<file path="src/rtl/ogru_pkg.sv">
// Package: shared types, constants and codes of the occupancy grid ray update
`timescale 1ns / 1ps
package ogru_pkg;

   localparam int MAP_CELLS_DEF  = 64;
   localparam int MAP_CENTER_DEF = 32;
   localparam int CELL_BITS_DEF  = 16;
   localparam int HIT_GAIN       = 10;

   localparam int PT_W    = 20;
   localparam int COL_W   = 6;
   localparam int IDX_OUT_W = 32;
   localparam int SIN_W   = 16;
   localparam int POS_W   = 24;
   localparam int CS_W    = 16;
   localparam int PROD_W  = PT_W + SIN_W;
   localparam int ACC_W   = PROD_W + 1;
   localparam int DIV_W   = 26;
   localparam int Q_W     = 28;
   localparam int CSR_AW  = 5;
   localparam int CSR_DW  = 32;

   typedef enum logic [1:0] {
      KIND_NONE = 2'd0,
      KIND_FREE = 2'd1,
      KIND_OCC  = 2'd2,
      KIND_DROP = 2'd3
   } kind_type;

   typedef enum logic [2:0] {
      REG_HEADING_SIN  = 3'd0,
      REG_HEADING_COS  = 3'd1,
      REG_ROBOT_X_MM   = 3'd2,
      REG_ROBOT_Y_MM   = 3'd3,
      REG_CELL_SIZE_MM = 3'd4
   } reg_idx_type;

   typedef enum logic [3:0] {
      ST_CLEAR,
      ST_IDLE,
      ST_MUL,
      ST_WORLD,
      ST_DIV_START,
      ST_DIV_WAIT,
      ST_CHECK,
      ST_SETUP,
      ST_HIT_RD,
      ST_WRITE,
      ST_STEP,
      ST_FINISH
   } ctrl_state_type;

   typedef struct packed {
      logic signed [SIN_W-1:0] heading_sin;
      logic signed [SIN_W-1:0] heading_cos;
      logic signed [POS_W-1:0] robot_x_mm;
      logic signed [POS_W-1:0] robot_y_mm;
      logic [CS_W-1:0]         cell_size_mm;
   } cfg_type;

   typedef struct packed {
      logic [COL_W-1:0]     cell_col;
      logic [COL_W-1:0]     cell_row;
      logic [1:0]           event_kind;
      logic [IDX_OUT_W-1:0] event_index;
      logic                 last_of_point;
      logic                 scan_done;
   } rsp_payload_type;

   typedef struct packed {
      logic clear_wr;
      logic load;
      logic mul;
      logic world;
      logic div_start;
      logic div_store;
      logic check;
      logic drop;
      logic setup;
      logic hit_rd;
      logic write;
      logic step;
      logic finish;
   } ctrl_cmd_type;

   typedef struct packed {
      logic clear_last;
      logic mul_last;
      logic div_done;
      logic div_last;
      logic item_ok;
      logic wr_ok;
      logic hit_mode;
      logic walk_end;
      logic out_free;
   } dp_status_type;

endpackage

</file>
<file path="src/rtl/ogru_ctrl.sv">
// Controller: sequences clearing, transform, division, hit and walk per point
`timescale 1ns / 1ps
module ogru_ctrl (
   input  logic                    clock,
   input  logic                    reset,
   input  logic                    req_valid,
   output logic                    req_ready,
   input  ogru_pkg::dp_status_type sts,
   output ogru_pkg::ctrl_cmd_type  cmd
);
   import ogru_pkg::*;

   ctrl_state_type state_ff, state_in;

   // Next state
   always_comb begin
      state_in = state_ff;
      case (state_ff)
         ST_CLEAR:     if (sts.clear_last) state_in = ST_IDLE;
         ST_IDLE:      if (req_valid) state_in = ST_MUL;
         ST_MUL:       if (sts.mul_last) state_in = ST_WORLD;
         ST_WORLD:     state_in = ST_DIV_START;
         ST_DIV_START: state_in = ST_DIV_WAIT;
         ST_DIV_WAIT: begin
            if (sts.div_done) begin
               state_in = sts.div_last ? ST_CHECK : ST_DIV_START;
            end
         end
         ST_CHECK:     state_in = sts.item_ok ? ST_SETUP : ST_FINISH;
         ST_SETUP:     state_in = ST_HIT_RD;
         ST_HIT_RD:    state_in = ST_WRITE;
         ST_WRITE: begin
            if (sts.wr_ok) begin
               state_in = (sts.hit_mode || !sts.walk_end) ? ST_STEP : ST_FINISH;
            end
         end
         ST_STEP:      state_in = ST_WRITE;
         ST_FINISH:    if (sts.out_free) state_in = ST_IDLE;
         default:      state_in = ST_IDLE;
      endcase
   end

   // Commands
   always_comb begin
      cmd       = '0;
      req_ready = 1'b0;
      case (state_ff)
         ST_CLEAR:     cmd.clear_wr = 1'b1;
         ST_IDLE: begin
            req_ready = 1'b1;
            cmd.load  = req_valid;
         end
         ST_MUL:       cmd.mul = 1'b1;
         ST_WORLD:     cmd.world = 1'b1;
         ST_DIV_START: cmd.div_start = 1'b1;
         ST_DIV_WAIT:  cmd.div_store = sts.div_done;
         ST_CHECK: begin
            cmd.check = sts.item_ok;
            cmd.drop  = !sts.item_ok;
         end
         ST_SETUP:     cmd.setup = 1'b1;
         ST_HIT_RD:    cmd.hit_rd = 1'b1;
         ST_WRITE:     cmd.write = sts.wr_ok;
         ST_STEP:      cmd.step = 1'b1;
         ST_FINISH:    cmd.finish = sts.out_free;
         default:      cmd = '0;
      endcase
   end

   always_ff @(posedge clock) begin
      if (reset) begin
         state_ff <= ST_CLEAR;
      end else begin
         state_ff <= state_in;
      end
   end
endmodule

</file>
<file path="config.mk">
export PLATFORM = sky130hd
export DESIGN_NAME = ogru_ctrl
export DESIGN_NICKNAME = d
export VERILOG_FILES = /design/src/rtl/ogru_pkg.sv /design/src/rtl/ogru_ctrl.sv
export SDC_FILE = /design/constraint.sdc
export NUM_CORES = 1
export LEC_CHECK = 0
export BUFFER_PORTS_ARGS = -buffer_cell sky130_fd_sc_hd__clkbuf_2
export CORE_MARGIN = 1
export CORE_UTILIZATION = 35
export DETAILED_ROUTE_END_ITERATION = 6
export PLACE_DENSITY = 0.76
export SETUP_SLACK_MARGIN = 0.1
export SLEW_MARGIN = 20
export SYNTH_ARGS = -nofsm -noshare
export SYNTH_HDL_FRONTEND = slang
export SYNTH_SLANG_ARGS = --single-unit
export TNS_END_PERCENT = 30
</file>
<file path="constraint.sdc">
create_clock -name clock -period 1.7 [get_ports clock]
set_clock_uncertainty 0.15 [all_clocks]
set_input_delay 0.17 -clock clock [delete_from_list [all_inputs] [get_ports clock]]
set_output_delay 0.17 -clock clock [all_outputs]
set_load 0.05 [all_outputs]
</file>
==> impl_metrics.yaml <==
synthesis:
  synth_top_area_cell: "dfxtp_1"
  synth_top_area_share_pct: 17.5
  syn-instance-count: 66
  yosys-top-cells-count: "nor3_1, nor2_1, dfxtp_1, inv_1, o21ai_0"
  synth.most_common_cell: "nor3_1"
  yosysWarnings: 0
  seq_area_frac_synth_pct: 17.5
  netlist_top_cells_area: "dfxtp_1, nor3_1, nor2_1, nor3b_2, a211oi_1"
  synth_seq_cells: 4
  synth_top_flop_cell: "dfxtp_1"
  syn-num-nets: 78
  netlist_area_um2: 457
  ys_async_sr_fraction_pct: 0
  synth-edff-count: 0
  syn_area_per_cell_um2: 6.92
  yosysUniqueCellTypes: 29
sta:
  final_hold_viol_count: 0
  fin_crit_sh_pct: 94.0
  period_needed_ns: 1.60
  fmax_ghz: 0.626
  final-setup-viol-count: 0
  rsz0062_at_grt: "yes"
  slew_headroom_pct: 81.7
  maxSlewViolCount: 0
  worst_pin_slew_ns: 0.272
  tns_ns: 0
  holdWs_ns: 0.263
placed_design:
  port_buffers: 25
  dp_cells: 107
  hpwl_um: 1000
  gp_congestion: 0.831
floorplanning:
  rows: 12
  fp.dieArea_um2: 1450
  die_x_um: 38.1
  dieHeight_um: 38.1
  start_util_pct: 39.5
  ios: 26
  core_area_um2: 1160
worst_setup_path:
  critical_path.startpoint_type: "flop"
  max_stage_delay_ns: 0.37
  worstSetupPathType: "flop to primary output"
  end_kind: "primary output"
  path_cells: "buf_4 > nor2_2 > and3_1 > buf_8"
  worstPathArrival_ns: 1.28
  reg2reg_depth: 5
  cp_max_fo: 9
  cpLargestDelayFamily: "flip-flops"
  path_buf_inv: 2
  r2r_end: "state_ff[1]"
  ff2ff_setup_slack_ns: 0.20
  slowest_stage: "dfxtp_4"
  required_ns: 1.38
  r2r_start: "state_ff[3]"
grt:
  grt_overflow_total: 0
  grt_pass1_vias: 532
  grt_pass1_wl_um: 2250
  antenna_found_initial: 0
  grtUsageTotal_pct: 23.1
  grt_max_degree: 18
route:
  ant_nets: 0
  via_count: 628
  drc: 0
  drt-initial-drc-count: 15
  avgViaCountPerCell: 5.46
  avgRoutedWirePerCell_um: 13.1
  wl_um: 1510
  dr.pass1.iters: 4
clock_tree:
  clockBufferDepth: 2
  h-tree-depth: 1
  cts_sinks: 4
  cts_tree: "yes"
  clk_latency_ns: 0.24
  clk_pin_slew_ns: 0.04
  numCtsBuffers: 3
  clock-root-buffer: "clkbuf_4"
finish:
  fin_cells: 115
  largest_register_ffs: 4
  fin_nets: 115
  top_register: "state_ff"
  drive_gt1_share_pct: 56.4
  area_delta_synth_final_pct: 76.2
  reg.largest.list: "state_ff: 4 flops"
  diodes: 0
  utilization_pct: 69.6
pwr:
  irDropWorstVdd_uv: 787
  p_per_area_nw_per_um2: 1680
  p_leak_nw: 0.377
hold_path:
  hp-class: "primary input to flop"
  min_to: "state_ff[1]"
  hold_path_startpoint: "sts[5]"
  hold_depth: 5
run_status:
  status: "finished clean"
job:
  max_cap_violations: 0
## worst max-delay path by stage
stage	startpoint	cells past startpoint	end
after floorplan	state_ff[3]	3	cmd[2]
after global placement	state_ff[2]	4	state_ff[3]
after detailed placement	state_ff[2]	4	state_ff[1]
after CTS	state_ff[2]	4	cmd[11]
after global routing	state_ff[0]	4	cmd[8]
final	state_ff[0]	4	cmd[8]
## cells in the final DEF, fill, tap and decap left out, types with 3 or more instances in the layout
cell type	count
clkbuf_2	12
buf_4	10
nor2_1	7
clkbuf_4	7
inv_1	4
nor3_2	4
nor3_1	4
nand3_1	3
nor2b_1	3
a211oi_1	3
nor3b_2	3
buf_6	3
buf_2	3
dfxtp_4	3
## layout make-up
class                   instances  area (µm²)
multi-input cells              54         389
fillers                        92         352
repair buffers                 36         268
flip-flops and latches          4        92.6
clock buffers                   3        22.5
well taps                      14        17.5
inverters                       4        15.0
## report_power, final
part	internal, mW	switching, mW	total, mW
clock network	0.0790	0.0402	0.119
logic	0.408	0.607	1.02
registers	0.145	0.0735	0.218
total	0.632	0.720	1.35
## logic make-up (layout without fill, tap and decap cells)
group	Yosys count	in the layout	synth area share (%)
buf+inv	8	43	8.77
compound gates	16	16	24.1
simple gates	37	37	47.4
flops	4	4	17.5
mux	1	1	2.19
## tightest hold or removal path, stage by stage
cell and delay, ns:
clkbuf_2 0.08, inv_1 0.03, o21ai_0 0.06, a22oi_1 0.16, a211oi_1 0.10
## stage by stage
step	setup slack, ns	area, µm²	total power [mW]
after floorplan	-0.306	468	0.843
after global placement	0.150	631	1.03
final	0.102	805	1.35
after detailed placement	0.101	631	1.04
after global routing	0.0572	805	1.43
after CTS	0.0869	734	1.25
## per-layer routing
| layer | up-vias | share of wire, % | track usage [%] |
|---|---|---|---|
| li1 | 312 | - | - |
| met1 | 281 | 41 | 27.8 |
| met2 | 28 | 50 | 36.0 |
| met3 | 7 | 5.1 | 5.23 |
| met4 | 0 | 3.1 | 16.1 |
| met5 | - | 0 | 0 |
## what timing repair did
item / in CTS / in global routing
hold endpoints to repair: 1 / 0
gates resized for setup: 22 / 22
buffers inserted: 0 / 4
setup endpoints to repair: 15 / 17
hold buffers: 1 / 0
pin swaps: 1 / 2
Note: power is estimated with default switching activity, not from simulation.
